### config.mk
export PLATFORM = sky130hd
export DESIGN_NAME = looping_elapsed_time_tracker_flat
export DESIGN_NICKNAME = d
export VERILOG_FILES = /design/src/hw/rtl/lett_pkg.sv /design/src/hw/rtl/lett_if.sv /design/src/hw/rtl/looping_elapsed_time_tracker.sv /design/src/flat_wrapper.sv
export SDC_FILE = /design/constraint.sdc
export NUM_CORES = 1
export LEC_CHECK = 0
export BUFFER_PORTS_ARGS = -buffer_cell sky130_fd_sc_hd__buf_2
export CORE_MARGIN = 3
export CORE_UTILIZATION = 25
export DETAILED_ROUTE_END_ITERATION = 6
export PLACE_DENSITY = 0.4
export SLEW_MARGIN = 10
export SYNTH_ARGS = -nofsm -noshare
export SYNTH_HDL_FRONTEND = slang
export SYNTH_SLANG_ARGS = --single-unit
### constraint.sdc
create_clock -name clk -period 8.2 [get_ports clk]
set_input_delay 2.05 -clock clk [delete_from_list [all_inputs] [get_ports clk]]
set_output_delay 2.05 -clock clk [all_outputs]
set_load 0.01 [all_outputs]
### src/hw/rtl/lett_pkg.sv
// Shared constants for the looping elapsed-time tracker.
package lett_pkg;

  // Widths of the fixed request fields.
  localparam int FUNC_BITS  = 3;
  localparam int VALUE_BITS = 32;

  // Command codes carried in the func field.
  localparam logic [FUNC_BITS-1:0] FUNC_ADVANCE  = 3'd0;
  localparam logic [FUNC_BITS-1:0] FUNC_SET_TIME = 3'd1;
  localparam logic [FUNC_BITS-1:0] FUNC_SET_PROG = 3'd2;
  localparam logic [FUNC_BITS-1:0] FUNC_START    = 3'd3;
  localparam logic [FUNC_BITS-1:0] FUNC_STOP     = 3'd4;
  localparam logic [FUNC_BITS-1:0] FUNC_RESUME   = 3'd5;

  // Configuration register indexes.
  localparam int CFG_IDX_BITS = 2;
  localparam logic [CFG_IDX_BITS-1:0] CFG_LENGTH  = 2'd0;
  localparam logic [CFG_IDX_BITS-1:0] CFG_LOOP    = 2'd1;
  localparam logic [CFG_IDX_BITS-1:0] CFG_REVERSE = 2'd2;

endpackage

### src/hw/rtl/lett_if.sv
// Request and result channel interfaces of the elapsed-time tracker.
interface lett_in_if import lett_pkg::*; ();
  logic                         valid;
  logic                         ready;
  logic [FUNC_BITS-1:0]         func;
  logic signed [VALUE_BITS-1:0] value;

  modport source (output valid, output func, output value, input ready);
  modport sink   (input valid, input func, input value, output ready);
endinterface

interface lett_out_if #(
  parameter int TIME_BITS = 31,
  parameter int FRAC_BITS = 16
) ();
  logic                 valid;
  logic                 ready;
  logic [TIME_BITS-1:0] elapsed_out;
  logic [FRAC_BITS:0]   progress_out;
  logic                 running_out;
  logic                 stopped_now;

  modport source (output valid, output elapsed_out, output progress_out,
                  output running_out, output stopped_now, input ready);
  modport sink   (input valid, input elapsed_out, input progress_out,
                  input running_out, input stopped_now, output ready);
endinterface

### src/hw/rtl/looping_elapsed_time_tracker.sv
// Top level of the looping elapsed-time tracker with its bit-serial divider.
//
//   Channel  Direction  Handshake      Contents
//   in_if    sink       valid/ready    func, value
//   out_if   source     valid/ready    elapsed_out, progress_out, running_out,
//                                      stopped_now
//   cfg_*    sink       cfg_we         cfg_index, cfg_wdata
//
// One request is worked on at a time; a result waits in the output register
// while the next request is taken. Set progress adds a serial multiply and a
// time that wraps a serial remainder, MAG_BITS = max(TIME_BITS, 31) + 2.
// The wrap remainder and the progress division share one restoring
// compare-subtract step. Reset is synchronous.
// A stalled result holds the block in its final state until taken.
module looping_elapsed_time_tracker import lett_pkg::*; #(
  parameter int TIME_BITS = 31,
  parameter int FRAC_BITS = 16
) (
  input  logic                    clk,
  input  logic                    rst_n,
  lett_in_if.sink                 in_if,
  lett_out_if.source              out_if,
  input  logic                    cfg_we,
  input  logic [CFG_IDX_BITS-1:0] cfg_index,
  input  logic [TIME_BITS-1:0]    cfg_wdata
);

  // Magnitude bits of any new time, and its signed width.
  localparam int MAG_BITS = ((TIME_BITS > 31) ? TIME_BITS : 31) + 2;
  localparam int T_BITS   = MAG_BITS + 1;
  localparam int MAXIT    = (MAG_BITS > FRAC_BITS) ? MAG_BITS : FRAC_BITS;
  localparam int CNT_BITS = $clog2(MAXIT);

  // Sequencer states.
  localparam logic [3:0] S_IDLE = 4'd0;
  localparam logic [3:0] S_MUL  = 4'd1;
  localparam logic [3:0] S_SUM  = 4'd2;
  localparam logic [3:0] S_FIT  = 4'd3;
  localparam logic [3:0] S_MOD  = 4'd4;
  localparam logic [3:0] S_WRAP = 4'd5;
  localparam logic [3:0] S_PROG = 4'd6;
  localparam logic [3:0] S_PDIV = 4'd7;
  localparam logic [3:0] S_OUT  = 4'd8;

  // Whole-length multiple of a set-progress request, clamped to -1..2.
  localparam logic [1:0] Q_MINUS = 2'd0;
  localparam logic [1:0] Q_ZERO  = 2'd1;
  localparam logic [1:0] Q_ONE   = 2'd2;
  localparam logic [1:0] Q_TWO   = 2'd3;

  logic [TIME_BITS-1:0]     len_r;
  logic                     loop_r;
  logic                     rev_r;
  logic [TIME_BITS-1:0]     elapsed_r, elapsed_nxt;
  logic                     running_r, running_nxt;
  logic                     stop_r, stop_nxt;
  logic [3:0]               state_r, state_nxt;
  logic [CNT_BITS-1:0]      cnt_r, cnt_nxt;
  logic signed [T_BITS-1:0] t_r, t_nxt;
  logic [TIME_BITS-1:0]     acc_r, acc_nxt;
  logic [FRAC_BITS-1:0]     rsh_r, rsh_nxt;
  logic [1:0]               qsel_r, qsel_nxt;
  logic [MAG_BITS-1:0]      mag_r, mag_nxt;
  logic                     neg_r, neg_nxt;
  logic [TIME_BITS-1:0]     rem_r, rem_nxt;
  logic [FRAC_BITS:0]       prog_r, prog_nxt;
  logic                     out_valid_r, out_valid_nxt;
  logic [TIME_BITS-1:0]     out_elapsed_r, out_elapsed_nxt;
  logic [FRAC_BITS:0]       out_prog_r, out_prog_nxt;
  logic                     out_run_r, out_run_nxt;
  logic                     out_stop_r, out_stop_nxt;

  // Combinational helpers.
  logic                     in_fire;
  logic signed [T_BITS-1:0] len_w, elapsed_w, value_w, acc_w, base_w, neg_t;
  logic signed [VALUE_BITS-1:0] q_full;
  logic [TIME_BITS:0]       mul_sum;
  logic [TIME_BITS:0]       div_rem2, div_diff;
  logic                     div_ge, div_bit;
  logic                     len_zero;

  assign in_if.ready      = (state_r == S_IDLE);
  assign in_fire          = in_if.valid && (state_r == S_IDLE);
  assign out_if.valid        = out_valid_r;
  assign out_if.elapsed_out  = out_elapsed_r;
  assign out_if.progress_out = out_prog_r;
  assign out_if.running_out  = out_run_r;
  assign out_if.stopped_now  = out_stop_r;

  // Sign and zero extensions to the working time width.
  assign len_w     = $signed({{(T_BITS-TIME_BITS){1'b0}}, len_r});
  assign elapsed_w = $signed({{(T_BITS-TIME_BITS){1'b0}}, elapsed_r});
  assign value_w   = $signed({{(T_BITS-VALUE_BITS){in_if.value[VALUE_BITS-1]}},
                              in_if.value});
  assign acc_w     = $signed({{(T_BITS-TIME_BITS){1'b0}}, acc_r});
  assign neg_t     = -t_r;
  assign q_full    = in_if.value >>> FRAC_BITS;
  assign len_zero  = (len_r == '0);

  // Whole-length part of the set-progress time.
  always_comb begin
    case (qsel_r)
      Q_MINUS: base_w = -len_w;
      Q_ONE:   base_w = len_w;
      Q_TWO:   base_w = len_w <<< 1;
      default: base_w = '0;
    endcase
  end

  // Serial multiply step: add the length under the current fraction bit, halve.
  assign mul_sum = {1'b0, acc_r} + (rsh_r[0] ? {1'b0, len_r} : '0);

  // Shared restoring divider step for both the wrap remainder and progress.
  assign div_bit  = (state_r == S_MOD) ? mag_r[MAG_BITS-1] : 1'b0;
  assign div_rem2 = {rem_r, div_bit};
  assign div_ge   = (div_rem2 >= {1'b0, len_r});
  assign div_diff = div_rem2 - {1'b0, len_r};

  // Sequencer and datapath next values.
  always_comb begin
    state_nxt       = state_r;
    cnt_nxt         = cnt_r;
    elapsed_nxt     = elapsed_r;
    running_nxt     = running_r;
    stop_nxt        = stop_r;
    t_nxt           = t_r;
    acc_nxt         = acc_r;
    rsh_nxt         = rsh_r;
    qsel_nxt        = qsel_r;
    mag_nxt         = mag_r;
    neg_nxt         = neg_r;
    rem_nxt         = rem_r;
    prog_nxt        = prog_r;
    out_valid_nxt   = out_valid_r && !out_if.ready;
    out_elapsed_nxt = out_elapsed_r;
    out_prog_nxt    = out_prog_r;
    out_run_nxt     = out_run_r;
    out_stop_nxt    = out_stop_r;

    unique case (state_r)
      S_IDLE: begin
        if (in_fire) begin
          stop_nxt  = 1'b0;
          state_nxt = S_PROG;
          unique case (in_if.func)
            FUNC_ADVANCE: begin
              if (running_r) begin
                t_nxt     = rev_r ? (elapsed_w - value_w) : (elapsed_w + value_w);
                state_nxt = S_FIT;
              end
            end
            FUNC_SET_TIME: begin
              t_nxt     = value_w;
              state_nxt = S_FIT;
            end
            FUNC_SET_PROG: begin
              // Floor split of the fraction: whole part and nonnegative rest.
              if (q_full > 32'sd2) begin
                qsel_nxt = Q_TWO;
              end else if (q_full < -32'sd1) begin
                qsel_nxt = Q_MINUS;
              end else if (q_full == 32'sd2) begin
                qsel_nxt = Q_TWO;
              end else if (q_full == 32'sd1) begin
                qsel_nxt = Q_ONE;
              end else if (q_full == 32'sd0) begin
                qsel_nxt = Q_ZERO;
              end else begin
                qsel_nxt = Q_MINUS;
              end
              rsh_nxt   = in_if.value[FRAC_BITS-1:0];
              acc_nxt   = '0;
              cnt_nxt   = CNT_BITS'(FRAC_BITS - 1);
              state_nxt = S_MUL;
            end
            FUNC_START: begin
              elapsed_nxt = '0;
              running_nxt = 1'b1;
            end
            FUNC_STOP: begin
              running_nxt = 1'b0;
            end
            FUNC_RESUME: begin
              running_nxt = 1'b1;
            end
            default: begin
            end
          endcase
        end
      end

      S_MUL: begin
        acc_nxt = mul_sum[TIME_BITS:1];
        rsh_nxt = rsh_r >> 1;
        cnt_nxt = cnt_r - 1'b1;
        if (cnt_r == '0) begin
          state_nxt = S_SUM;
        end
      end

      S_SUM: begin
        t_nxt     = base_w + acc_w;
        state_nxt = S_FIT;
      end

      S_FIT: begin
        state_nxt = S_PROG;
        if (len_zero) begin
          elapsed_nxt = '0;
        end else if (t_r > len_w) begin
          if (loop_r) begin
            mag_nxt   = t_r[MAG_BITS-1:0];
            neg_nxt   = 1'b0;
            rem_nxt   = '0;
            cnt_nxt   = CNT_BITS'(MAG_BITS - 1);
            state_nxt = S_MOD;
          end else begin
            elapsed_nxt = len_r;
            stop_nxt    = 1'b1;
            running_nxt = 1'b0;
          end
        end else if (t_r[T_BITS-1]) begin
          if (loop_r) begin
            mag_nxt   = neg_t[MAG_BITS-1:0];
            neg_nxt   = 1'b1;
            rem_nxt   = '0;
            cnt_nxt   = CNT_BITS'(MAG_BITS - 1);
            state_nxt = S_MOD;
          end else begin
            elapsed_nxt = '0;
            stop_nxt    = 1'b1;
            running_nxt = 1'b0;
          end
        end else begin
          elapsed_nxt = t_r[TIME_BITS-1:0];
        end
      end

      S_MOD: begin
        rem_nxt = div_ge ? div_diff[TIME_BITS-1:0] : div_rem2[TIME_BITS-1:0];
        mag_nxt = mag_r << 1;
        cnt_nxt = cnt_r - 1'b1;
        if (cnt_r == '0) begin
          state_nxt = S_WRAP;
        end
      end

      S_WRAP: begin
        // A negative time counts back from the end; an exact negative multiple gives L.
        elapsed_nxt = neg_r ? (len_r - rem_r) : rem_r;
        state_nxt   = S_PROG;
      end

      S_PROG: begin
        if (len_zero) begin
          prog_nxt  = '0;
          state_nxt = S_OUT;
        end else if (elapsed_r >= len_r) begin
          prog_nxt  = {1'b1, {FRAC_BITS{1'b0}}};
          state_nxt = S_OUT;
        end else begin
          rem_nxt   = elapsed_r;
          prog_nxt  = '0;
          cnt_nxt   = CNT_BITS'(FRAC_BITS - 1);
          state_nxt = S_PDIV;
        end
      end

      S_PDIV: begin
        rem_nxt  = div_ge ? div_diff[TIME_BITS-1:0] : div_rem2[TIME_BITS-1:0];
        prog_nxt = {prog_r[FRAC_BITS-1:0], div_ge};
        cnt_nxt  = cnt_r - 1'b1;
        if (cnt_r == '0) begin
          state_nxt = S_OUT;
        end
      end

      S_OUT: begin
        if (!out_valid_r || out_if.ready) begin
          out_valid_nxt   = 1'b1;
          out_elapsed_nxt = elapsed_r;
          out_prog_nxt    = prog_r;
          out_run_nxt     = running_r;
          out_stop_nxt    = stop_r;
          state_nxt       = S_IDLE;
        end
      end

      default: begin
        state_nxt = S_IDLE;
      end
    endcase
  end

  // Control state and configuration registers.
  always_ff @(posedge clk) begin
    if (!rst_n) begin
      state_r     <= S_IDLE;
      out_valid_r <= 1'b0;
      elapsed_r   <= '0;
      running_r   <= 1'b1;
      stop_r      <= 1'b0;
      len_r       <= '0;
      loop_r      <= 1'b0;
      rev_r       <= 1'b0;
    end else begin
      state_r     <= state_nxt;
      out_valid_r <= out_valid_nxt;
      elapsed_r   <= elapsed_nxt;
      running_r   <= running_nxt;
      stop_r      <= stop_nxt;
      if (cfg_we) begin
        unique case (cfg_index)
          CFG_LENGTH:  len_r  <= cfg_wdata;
          CFG_LOOP:    loop_r <= cfg_wdata[0];
          CFG_REVERSE: rev_r  <= cfg_wdata[0];
          default: begin
          end
        endcase
      end
    end
  end

  // Datapath registers need no reset.
  always_ff @(posedge clk) begin
    cnt_r         <= cnt_nxt;
    t_r           <= t_nxt;
    acc_r         <= acc_nxt;
    rsh_r         <= rsh_nxt;
    qsel_r        <= qsel_nxt;
    mag_r         <= mag_nxt;
    neg_r         <= neg_nxt;
    rem_r         <= rem_nxt;
    prog_r        <= prog_nxt;
    out_elapsed_r <= out_elapsed_nxt;
    out_prog_r    <= out_prog_nxt;
    out_run_r     <= out_run_nxt;
    out_stop_r    <= out_stop_nxt;
  end

endmodule

### src/flat_wrapper.sv
// flat-port wrapper written by rule: the top's interface ports become plain ports
module looping_elapsed_time_tracker_flat import lett_pkg::*;
#(
  parameter int TIME_BITS = 31,
  parameter int FRAC_BITS = 16
)
  (clk, rst_n, cfg_we, cfg_index, cfg_wdata, in_if_valid, in_if_func, in_if_value, in_if_ready, out_if_valid, out_if_elapsed_out, out_if_progress_out, out_if_running_out, out_if_stopped_now, out_if_ready);
  lett_in_if in_if_i ();
  lett_out_if #(.TIME_BITS(TIME_BITS), .FRAC_BITS(FRAC_BITS)) out_if_i ();
  input  logic clk;
  input  logic rst_n;
  input  logic cfg_we;
  input  logic [CFG_IDX_BITS-1:0] cfg_index;
  input  logic [TIME_BITS-1:0] cfg_wdata;
  input wire logic [$bits(in_if_i.valid)-1:0] in_if_valid;
  input wire logic [$bits(in_if_i.func)-1:0] in_if_func;
  input wire logic [$bits(in_if_i.value)-1:0] in_if_value;
  output wire logic [$bits(in_if_i.ready)-1:0] in_if_ready;
  output wire logic [$bits(out_if_i.valid)-1:0] out_if_valid;
  output wire logic [$bits(out_if_i.elapsed_out)-1:0] out_if_elapsed_out;
  output wire logic [$bits(out_if_i.progress_out)-1:0] out_if_progress_out;
  output wire logic [$bits(out_if_i.running_out)-1:0] out_if_running_out;
  output wire logic [$bits(out_if_i.stopped_now)-1:0] out_if_stopped_now;
  input wire logic [$bits(out_if_i.ready)-1:0] out_if_ready;
  assign in_if_i.valid = in_if_valid;
  assign in_if_i.func = in_if_func;
  assign in_if_i.value = in_if_value;
  assign in_if_ready = in_if_i.ready;
  assign out_if_valid = out_if_i.valid;
  assign out_if_elapsed_out = out_if_i.elapsed_out;
  assign out_if_progress_out = out_if_i.progress_out;
  assign out_if_running_out = out_if_i.running_out;
  assign out_if_stopped_now = out_if_i.stopped_now;
  assign out_if_i.ready = out_if_ready;
  looping_elapsed_time_tracker #(.TIME_BITS(TIME_BITS), .FRAC_BITS(FRAC_BITS)) u_core (.clk(clk), .rst_n(rst_n), .in_if(in_if_i), .out_if(out_if_i), .cfg_we(cfg_we), .cfg_index(cfg_index), .cfg_wdata(cfg_wdata));
endmodule
---- Word-level counts from Yosys, hierarchy flattened ----
Cells that the tools add are included.
storage, ports and cells
  output and inout port bits .............. 52
  input port bits ......................... 73
  register bits after elaboration ......... 292
  logic and storage cells ................. 197
operators by class
  multiplexer cells ....................... 86
  add/sub/neg operators ................... 9
  equal/unequal tests ..................... 36
  order comparisons ....................... 5
  reduce and logical (&&, ||, !) cells .... 39
  bitwise operators ....................... 1
operator list
  operator          number
  $mux 31           18
  $pmux 31 s3       2
  $mux 33           5
  $pmux 34 s2       2
  $mux 34           3
  $pmux 34 s3       1
  $pmux 33 s2       1
  $pmux 31 s2       1
  $sub 31x31->31    2
  $mux 6            8
  $mux 4            9
  $pmux 4 s9        1
  $add 34x32->34    1
  $gt 34x32->1      1
  $mux 17           2
  $neg 31->34       1
  $pmux 17 s2       1
  $add 32x32->33    1
  $neg 33->33       1
  $sub 32x32->33    1
  $add 31x32->32    1
  $ge 32x31->1      1
  $logic_not 32->1  1
  $mux 16           2
  46 further kinds  109

---- Depth between registers and ports, before layout ----
Gate-level depths: netlist of run 1.
  word-level depth ........................ 6
  gate-level depth with buffers ........... 23
  depth with buffers taken out ............ 20

---- Least setup slack after synthesis of run 1 ----
Ideal clock, no wire load.
  path kind ............................... input port to flip-flop
  start ................................... input in_if_func[1]
  end ..................................... register u_core.acc_r[0], enable pin
  buffers on the path ..................... 0
  setup slack ............................. 0.642 ns
  stages .................................. 5
  setup time .............................. 0.568 ns
  arrival ................................. 6.990 ns
  data required time ...................... 7.632 ns
  cell sequence ........................... nor2b_1 nand2b_1 inv_1 a21oi_1 nor4_1
on the way
  word-level cells in the longest chain between the ends .. 3
RTL lines
  item                               line                                 RTL
  start: declaration                 flat_wrapper.sv:16                   input wire logic [$bits(in_if_i.func)-1:0] in_if_func;
  $eq 3x2->1                         looping_elapsed_time_tracker.sv:145  unique case (in_if.func)
  $ne 2x1->1 (no source line)        n/a
  $reduce_and 3->1 (no source line)  n/a
  end signal: assignment             looping_elapsed_time_tracker.sv:328  acc_r <= acc_nxt;
  end: declaration                   looping_elapsed_time_tracker.sv:60   logic [TIME_BITS-1:0] acc_r, acc_nxt;
Every way passes these cells.
A chain may end at the register's enable or synchronous reset.

---- Worst setup path in the final report of run 1 ----
  start ................................... input in_if_value[2]
  end ..................................... register u_core.t_r[31], data pin
on the way
  word-level cells in the longest chain between the ends .. 6
  elaborated cells on any way between the ends .. 7
  those cells by class .................... add/sub (2); mux (5)
RTL lines
  item                                                     line                                 RTL
  start: declaration                                       flat_wrapper.sv:17                   input wire logic [$bits(in_if_i.value)-1:0] in_if_value;
  $add 32x32->33 / $sub 32x32->33 (equally long branches)  looping_elapsed_time_tracker.sv:148  t_nxt = rev_r ? (elapsed_w - value_w) : (elapsed_w + value_w);
  $mux 34 (*)                                              looping_elapsed_time_tracker.sv:148
  $mux 34 (*)                                              looping_elapsed_time_tracker.sv:147  if (running_r) begin
  $pmux 34 s2 (*)                                          looping_elapsed_time_tracker.sv:145
  $mux 34 (*)                                              looping_elapsed_time_tracker.sv:142  if (in_fire) begin
  $pmux 34 s2 (*)                                          looping_elapsed_time_tracker.sv:140  unique case (state_r)
  net u_core.t_nxt[31]                                     looping_elapsed_time_tracker.sv:59   logic signed [T_BITS-1:0] t_r, t_nxt;
  end signal: assignment                                   looping_elapsed_time_tracker.sv:327  t_r <= t_nxt;
  end: declaration                                         looping_elapsed_time_tracker.sv:59
Mark *: on every way through the listed nets, which the timed path passes. The rest lies on a longest branch. The select of a mux whose other input is x is not followed.

==> results of run 1 <==
==> metrics by stage <==
stage	power [µW]	setup slack, ps	area (µm²)
2_1_floorplan	5310	642	24500
3_3_place_gp	6750	1700	26600
3_5_place_dp	6720	1620	26600
4_1_cts	8550	2230	27900
5_1_grt	9090	1750	27900
6_report	8470	2110	27900
==> power groups by stage <==
stage | Combinational (µW) | Sequential [µW] | Clock (µW)
after CTS | 4050 | 2670 | 1830
after global routing | 4510 | 2700 | 1880
final | 4050 | 2660 | 1760
after global placement | 4050 | 2700 | 0
after detailed placement | 4030 | 2690 | 0
after floorplan | 2860 | 2440 | 0
==> cells in the mapped netlist, types with 8 or more instances <==
master       n  area (µm²)
nand3_1     52         260
mux2_2      16         180
ha_1       220        2750
a22oi_1     21         158
nor4_1      21         131
nand2_1    253         950
nor2b_1     32         200
xnor2_1    120        1050
a211o_1     10        87.6
a221oi_1     9        78.8
and2_1      57         357
and4_1       8        70.1
a21o_1      68         510
a2111oi_0    8        70.1
a31oi_1     30         188
inv_1      126         473
clkbuf_1   127         477
nand3b_1     9        67.6
a21oi_1    284        1420
o22a_1       9        78.8
mux2i_1     21         210
or2_2       12        75.1
or4_1        9        67.6
o211ai_1    20         150
o31ai_1     32         240
edfxtp_1   221        6640
or3_1       21         131
o21ai_0    276        1380
and3_1      22         138
a211oi_1    36         270
nor3_1      66         330
xor2_1      72         631
nand2b_1    32         200
o41ai_1      9        78.8
dfxtp_1     71        1420
o31a_1      16         140
o21a_1      33         248
a21boi_0    38         285
o22ai_1     19         119
nor2_1     274        1030
nand4_1     24         150
o21bai_1    22         165
==> worst paths after layout <==
kind	slack [ps]	cells after the start	endpoint	startpoint
max	2110	16	u_core.t_r[31]	in_if_value[2]
min	440	0	u_core.out_if.progress_out[16]	u_core.prog_r[16]
max reg2reg	2440	17	u_core.t_r[30]	u_core.len_r[1]
min reg2reg	440	0	u_core.out_if.progress_out[16]	u_core.prog_r[16]
==> area by class of cell <==
type / instances / share of cell area (%)
multi-input cells: 2364 / 55.9
flip-flops and latches: 292 / 28.9
well taps: 1276 / 5.73
clock buffers: 47 / 3.61
repair buffers: 161 / 3.22
inverters: 126 / 1.70
clock inverters: 24 / 0.948
==> cells by family (layout without fill, tap and decap cells) <==
group / after synthesis / in the layout
AOI/OAI and AO/OA: 996 / 996
and+or+nand+nor: 913 / 913
DFF: 292 / 292
buffers and inverters: 265 / 358
adders and majority gates: 225 / 225
xor gates and xnor gates: 193 / 193
muxes: 37 / 37
==> routing by layer <==
layer	routed length, µm	up-vias
li1	-	10900
met1	45400	10800
met2	44100	430
met3	3360	85
met4	1800	0
met5	0	-
==> sequential cells by signal, summed over array words and instances (netlist names), 16 cells and up <==
| signal | flops |
|---|---|
| u_core.acc_r | 31 |
| u_core.elapsed_r | 31 |
| u_core.len_r | 31 |
| u_core.mag_r | 33 |
| u_core.out_if.elapsed_out | 31 |
| u_core.out_if.progress_out | 17 |
| u_core.prog_r | 17 |
| u_core.rem_r | 31 |
| u_core.rsh_r | 16 |
| u_core.t_r | 34 |
==> worst max-delay path, delay by kind of cell <==
| kind | cells | cell delay (ps) |
|---|---|---|
| compound gates | 5 | 1030 |
| xor+xnor | 1 | 230 |
| fa+ha+maj | 1 | 350 |
| buf+inv | 1 | 140 |
| simple gates | 8 | 2620 |
==> reports/qor.csv, run 1 <==
stage,metric,value,unit
outcome,status,finished clean,
synthesis,simple logic cell fraction of the synthesized area,17.7,%
synthesis,Synth Register Bits,292,
synthesis,Compound-Gate Fraction of Synth Area,25.2,%
power,Leakage,0.0107,µW
finish,n_diodes,0,
synthesis,Synth Instances,2921,
sta,final hold vios,0,
global_routing,met1 GRT Util,25.1,%
global_routing,global-route wire length before repair,142000,µm
finish,net total in the final layout,3282,
floorplanning,Die Wd,319,µm
global_routing,Global Route met2 Usage,30.5,%
place,RePlAce Congestion,0.904,
synthesis,mux contribution to synthesized area,1.59,%
synthesis,Post-synth ARST share,0,%
power,sw frac,44.6,%
hold_path,Hold WC Path Type,reg2reg,
critical_path,crit path cell chain,"buf_2, nor3_1, nand3_1, nor3_1, a31oi_1, xnor2_1, ha_1, and3_1, nand4_1, a2111oi_0, o21bai_1, nor3b_1, nor2b_1, and4bb_2, a211oi_1, o21ba_2",
power,Gate power share,47.8,%
sta,Worst-Margin Slew,1270,ps
cts,clock latency on the worst-skew pair,590,ps
sta,Hold Slack,440,ps
cts,CTS tree,yes,
finish,synth-to-layout area growth,13.6,%
critical_path,Critical Path Sink Type,flip-flop,
critical_path,crit path max fanout,7,
global_routing,initial antenna violation count,0,
synthesis,synth unique cells,79,
cts,Clock Pin Slew Worst Setup and Hold Paths,60,ps
route,drt drc,0,
finish,post-layout util,28.7,%
synthesis,Synth Cell Area,24500,µm²
critical_path,Critical Path Most Common Cell,nor3_1,
sta,Worst Skew,26.2,ps
critical_path,Worst path slowest cell,nor3b_1,
route,Detail Route Antenna Nets,0,
critical_path,CP arrival,6420,ps
critical_path,CP Class,in2reg,
critical_path,nature of the critical path startpoint,input pin,
power,sequential share of power,31.4,%
finish,Fillers,10500,
cts,Max clock buf depth,3,
synthesis,Post-Synth XOR/XNOR Area,6.92,%
power,cell internal pwr,4700,µW
synthesis,Mean Syn Cell Area,8.40,µm²
global_routing,vias in the first global route,21500,
cts,H-tree depth,2,
finish,"commonest non-fill, non-tap cells in the layout","282 x a21oi_1, 274 x o21ai_0, 271 x nor2_1, 251 x nand2_1, 221 x edfxtp_1",
global_routing,total track usage,18.1,%
floorplanning,I/O pin total,125,
finish,Non-Filler Instances,4290,
route,Vias,22200,
route,DR vias/cell,5.17,
floorplanning,Initial Utilization,25.3,%
global_routing,global routing's busiest layer,met2,
sta,Final Max Slew Viols,0,
finish,Multi-input gate area,15600,µm²
synthesis,adder and majority gate portion of the synthesized area,11.6,%
route,WL/cell,22.0,µm
cts,CTS root buffer,clkbuf_16,
place,Placed Cells,4219,
global_routing,met3 global-route usage,1.88,%
cts,post-cts sizing count,0,
synthesis,Most used DFF post-synth,edfxtp_1,
route,Initial DRC Count,1526,
sta,Final period util,74.2,%
floorplanning,Placement Rows,114,
cts,cts bufs inserted,39,
sta,unrepaired setup endpoints after global routing,false,
cts,clock sinks,292,
floorplanning,Die Ht,319,µm
sta,max frequency,0.164,GHz
critical_path,CP required,8540,ps
finish,register area,8060,µm²
route,drt pass-1 iters,5,
flow_run,max-cap violations,0,
floorplanning,Core Box Area,97000,µm²
cts,CTS Hold Bufs,0,
synthesis,sequential fraction of the synthesis area,32.8,%
route,Post-Route WL,94600,µm
global_routing,GRT overflow,0,
synthesis,number of synthesized flops with an enable pin,221,
power,Pwr Density,304,nW/µm²
finish,"most common cell after layout, fill and taps aside",a21oi_1,
sta,setup TNS,0,ps
place,I/O Buffers,124,
sta,Slew headroom,15.2,%
sta,Tmin final,6090,ps
synthesis,largest family of logic cells by synthesized area,compound AO/OA/AOI/OAI gates,
place,DP Wirelength,74500,µm
sta,final setup fails,0,
synthesis,syn_nets,3219,
cts,setup bufs post-CTS,0,
critical_path,max incr delay on CP,550,ps
floorplanning,Die Area,102000,µm²
finish,layout cells sized above 1,9.36,%
power,VDD IR max,0.000135,V
synthesis,Synth warnings,0,
power,P_sw,3780,µW
global_routing,pin count of the biggest net entering global routing,65,
power,Clk pwr share,20.8,%
Note: power is estimated with default switching activity, not from simulation.
==> run 2, diff against run 1 <==
--- a/config.mk
+++ b/config.mk
@@ -5,6 +5,7 @@
 export SDC_FILE = /design/constraint.sdc
 export NUM_CORES = 1
 export LEC_CHECK = 0
+export ABC_AREA = 1
 export BUFFER_PORTS_ARGS = -buffer_cell sky130_fd_sc_hd__buf_2
 export CORE_MARGIN = 3
 export CORE_UTILIZATION = 25
==> constraint.sdc (replaced) <==
create_clock -name clk -period 5.8 [get_ports clk]
set_input_delay 1.45 -clock clk [delete_from_list [all_inputs] [get_ports clk]]
set_output_delay 1.45 -clock clk [all_outputs]
set_load 0.01 [all_outputs]
==> run 2 against run 1 <==
The run now ends with DRC left. Critical endpoint unchanged. Non-clock buffer count increased by 15. Flip-flop and latch count unchanged. Via count increased by 26%. Critical path depth increased by 7. Clock power increased by 43%. Synthesized cell count increased by 37%. Largest cell class unchanged. Final cell count increased by 29%. First-iteration DRC count increased by 49%. Critical path type unchanged.
==> reports/qor.csv, run 2 <==
stage,metric,value,unit,change
cts,cts bufs inserted,39,,unchanged
global_routing,pin count of the biggest net entering global routing,63,,-3.1%
outcome,status,"complete, but fails checks",,
floorplanning,Die Area,112000,µm²,+10%
cts,CTS tree,yes,,
finish,Fillers,12100,,+16%
cts,setup bufs post-CTS,0,,unchanged
synthesis,Post-synth ARST share,0,%,unchanged
floorplanning,Core Box Area,107000,µm²,+11%
sta,max frequency,0.212,GHz,
sta,Tmin final,4730,ps,
critical_path,Critical Path Sink Type,flip-flop,,
sta,unrepaired setup endpoints after global routing,false,,
synthesis,synth unique cells,65,,-18%
sta,Final period util,81.5,%,
critical_path,max incr delay on CP,370,ps,-180 ps
synthesis,Mean Syn Cell Area,6.78,µm²,-19%
finish,"most common cell after layout, fill and taps aside",nand2_1,,
synthesis,"top cells by area, synth","edfxtp_1 25%, nand2_1 14%, ha_1 10%",,
floorplanning,Die Ht,335,µm,+4.9%
power,Leakage,0.0139,µW,+29%
outcome,failing checks,DRC,,
sta,setup TNS,0,ps,unchanged
synthesis,Yosys top cell by area,edfxtp_1,,
place,RePlAce Congestion,0.936,,+3.5%
cts,CTS root buffer,clkbuf_16,,
critical_path,crit path cell chain,"buf_2, inv_1, ha_1, nand2_1, nor3_2, nand3_1, o31ai_4, nand2_1, a21oi_1, o21ai_0, xor2_1, ha_1, a21oi_1, nor2_1, o21ai_0, nand3_1, o21bai_1, a21oi_1, inv_1, nand2_1, nand3_1, nand2_1, nand2_1",,
synthesis,syn_nets,4291,,+33%
floorplanning,Die Wd,335,µm,+4.9%
global_routing,initial antenna violation count,2,,+2
synthesis,synth cell count leaders,"985 x nand2_1, 504 x inv_1, 418 x nor2_1, 360 x a21oi_1, 309 x o21ai_0",,
floorplanning,Placement Rows,120,,+5.3%
critical_path,CP arrival,5080,ps,-1340 ps
synthesis,Synth Register Bits,292,,unchanged
place,DP Wirelength,103000,µm,+39%
critical_path,Critical Path Most Common Cell,nand2_1,,
place,pre-CTS setup slack,462,ps,-1160 ps
global_routing,GRT overflow,0,,unchanged
sta,Slew headroom,21.2,%,+5.9 points
route,drt pass-1 iters,7,,+2
critical_path,CP required,6150,ps,-2390 ps
cts,H-tree depth,2,,unchanged
finish,"commonest non-fill, non-tap cells in the layout","985 x nand2_1, 504 x inv_1, 414 x nor2_1, 358 x a21oi_1, 308 x o21ai_0",,
critical_path,FF-to-FF setup slack,1190,ps,-1250 ps
sta,final setup fails,0,,unchanged
critical_path,WP depth,23,,+7
sta,Final Max Slew Viols,0,,unchanged
critical_path,Crit path max-delay family,compound AO/OA/AOI/OAI gates,,
synthesis,number of synthesized flops with an enable pin,221,,unchanged
critical_path,crit path capture,u_core.t_r[31],,
synthesis,Synth Instances,3993,,+37%
cts,clock sinks,292,,unchanged
global_routing,total track usage,22.1,%,+4.0 points
route,DR vias/cell,5.02,,-2.9%
route,Post-Route WL,128000,µm,+35%
power,VDD IR max,0.000204,V,+52%
critical_path,nature of the critical path startpoint,input pin,,
sta,Final WS setup,1070,ps,-1040 ps
critical_path,crit path max fanout,6,,-1
power,Pwr Density,438,nW/µm²,+44%
critical_path,Worst path slowest cell,ha_1,,
global_routing,vias in the first global route,26900,,+25%
synthesis,Yosys top cell area share,24.5,%,-2.5 points
place,I/O Buffers,124,,unchanged
sta,Worst-Margin Slew,1180,ps,-90.8 ps
global_routing,global-route wire length before repair,183000,µm,+29%
cts,Max clock buf depth,3,,unchanged
route,Vias,27900,,+26%
critical_path,worst-case reg-to-reg path depth,20,,+3
finish,biggest regs,"u_core.t_r: 34 flops, u_core.mag_r: 33 flops",,
power,post-layout total power,13400,µW,+59%
cts,Clock Pin Slew Worst Setup and Hold Paths,70,ps,about the same
route,drt drc,2,,+2
cts,CTS Hold Bufs,0,,unchanged
sta,Worst Skew,33.4,ps,+7.17 ps
finish,synth-to-layout area growth,13.4,%,
critical_path,Setup crit start,in_if_value[1],,
critical_path,R2R Path End,u_core.t_r[25],,
synthesis,sequential fraction of the synthesis area,29.8,%,-3.1 points
finish,Reg with most FFs,u_core.t_r,,
critical_path,CP Class,in2reg,,
finish,max reg flops,34,,unchanged
floorplanning,I/O pin total,125,,unchanged
finish,net total in the final layout,4415,,+35%
flow_run,max-cap violations,0,,unchanged
route,Detail Route Antenna Nets,0,,unchanged
synthesis,Synth Cell Area,27100,µm²,+10%
synthesis,Synth warnings,0,,unchanged
critical_path,CP bufs+invs,3,,+2
route,WL/cell,23.0,µm,+4.3%
synthesis,most frequent cell after synthesis,nand2_1,,
route,Initial DRC Count,2271,,+49%
cts,post-cts sizing count,0,,unchanged
critical_path,FF-to-FF Start,u_core.len_r[0],,
finish,layout cells sized above 1,7.69,%,-1.7 points
sta,final hold vios,0,,unchanged
floorplanning,Initial Utilization,25.3,%,-0.042 points
cts,clock latency on the worst-skew pair,590,ps,about the same
hold_path,Hold WC Path Type,reg2reg,,
synthesis,Most used DFF post-synth,edfxtp_1,,
-- run 2: logic make-up after synthesis --
group	Yosys count	share of synthesized area, %
xor+xnor	103	3.33
compound gates	905	18.5
fa+ha+maj	225	10.5
mux	1	0.0416
flops	292	29.8
simple gates	1837	28.6
buf+inv	630	9.15
-- run 2: per-stage QoR --
| step | instances | utilization (%) | cell area (µm²) | hold slack (ps) |
|---|---|---|---|---|
| floorplan | 3993 | - | 27100 | 400 |
| global placement | 5479 | 27.4 | 29400 | 406 |
| detailed placement | 5479 | 27.4 | 29400 | 405 |
| CTS | 5551 | 28.6 | 30700 | 420 |
| global route | 5551 | 28.6 | 30700 | 445 |
| finish | 5552 | 28.6 | 30700 | 421 |
-- run 2: final cells by class --
type | count | area (µm²) | area share (%)
inverters | 537 | 2020 | 6.57
clock buffers | 45 | 1050 | 3.42
well taps | 1403 | 1760 | 5.72
repair buffers | 176 | 1010 | 3.29
diodes | 1 | 2.50 | 0.00815
flip-flops and latches | 292 | 8060 | 26.2
clock inverters | 27 | 236 | 0.770
multi-input cells | 3071 | 16600 | 54.0
-- run 2: worst min-delay path by stage --
stage,cells after the start,startpoint,end
after floorplan,0,u_core.prog_r[16],u_core.out_if.progress_out[16]
after global placement,0,u_core.prog_r[16],u_core.out_if.progress_out[16]
after detailed placement,0,u_core.prog_r[16],u_core.out_if.progress_out[16]
after CTS,0,u_core.prog_r[16],u_core.out_if.progress_out[16]
after global routing,0,u_core.prog_r[16],u_core.out_if.progress_out[16]
final,0,u_core.prog_r[16],u_core.out_if.progress_out[16]
-- run 2: routing by layer --
| metal | vias to the layer above | track usage, % | part of all wire [%] |
|---|---|---|---|
| met1 | 13300 | 30.5 | 47 |
| met4 | 0 | 5.62 | 2.6 |
| li1 | 13800 | - | - |
| met2 | 707 | 36.9 | 46 |
| met3 | 143 | 2.13 | 4.1 |
| met5 | - | 0 | 0 |
-- run 2: power by group --
group | total, µW | switching [µW] | internal, µW
Sequential | 4070 | 947 | 3130
Clock | 2510 | 1070 | 1450
Combinational | 6860 | 4740 | 2120
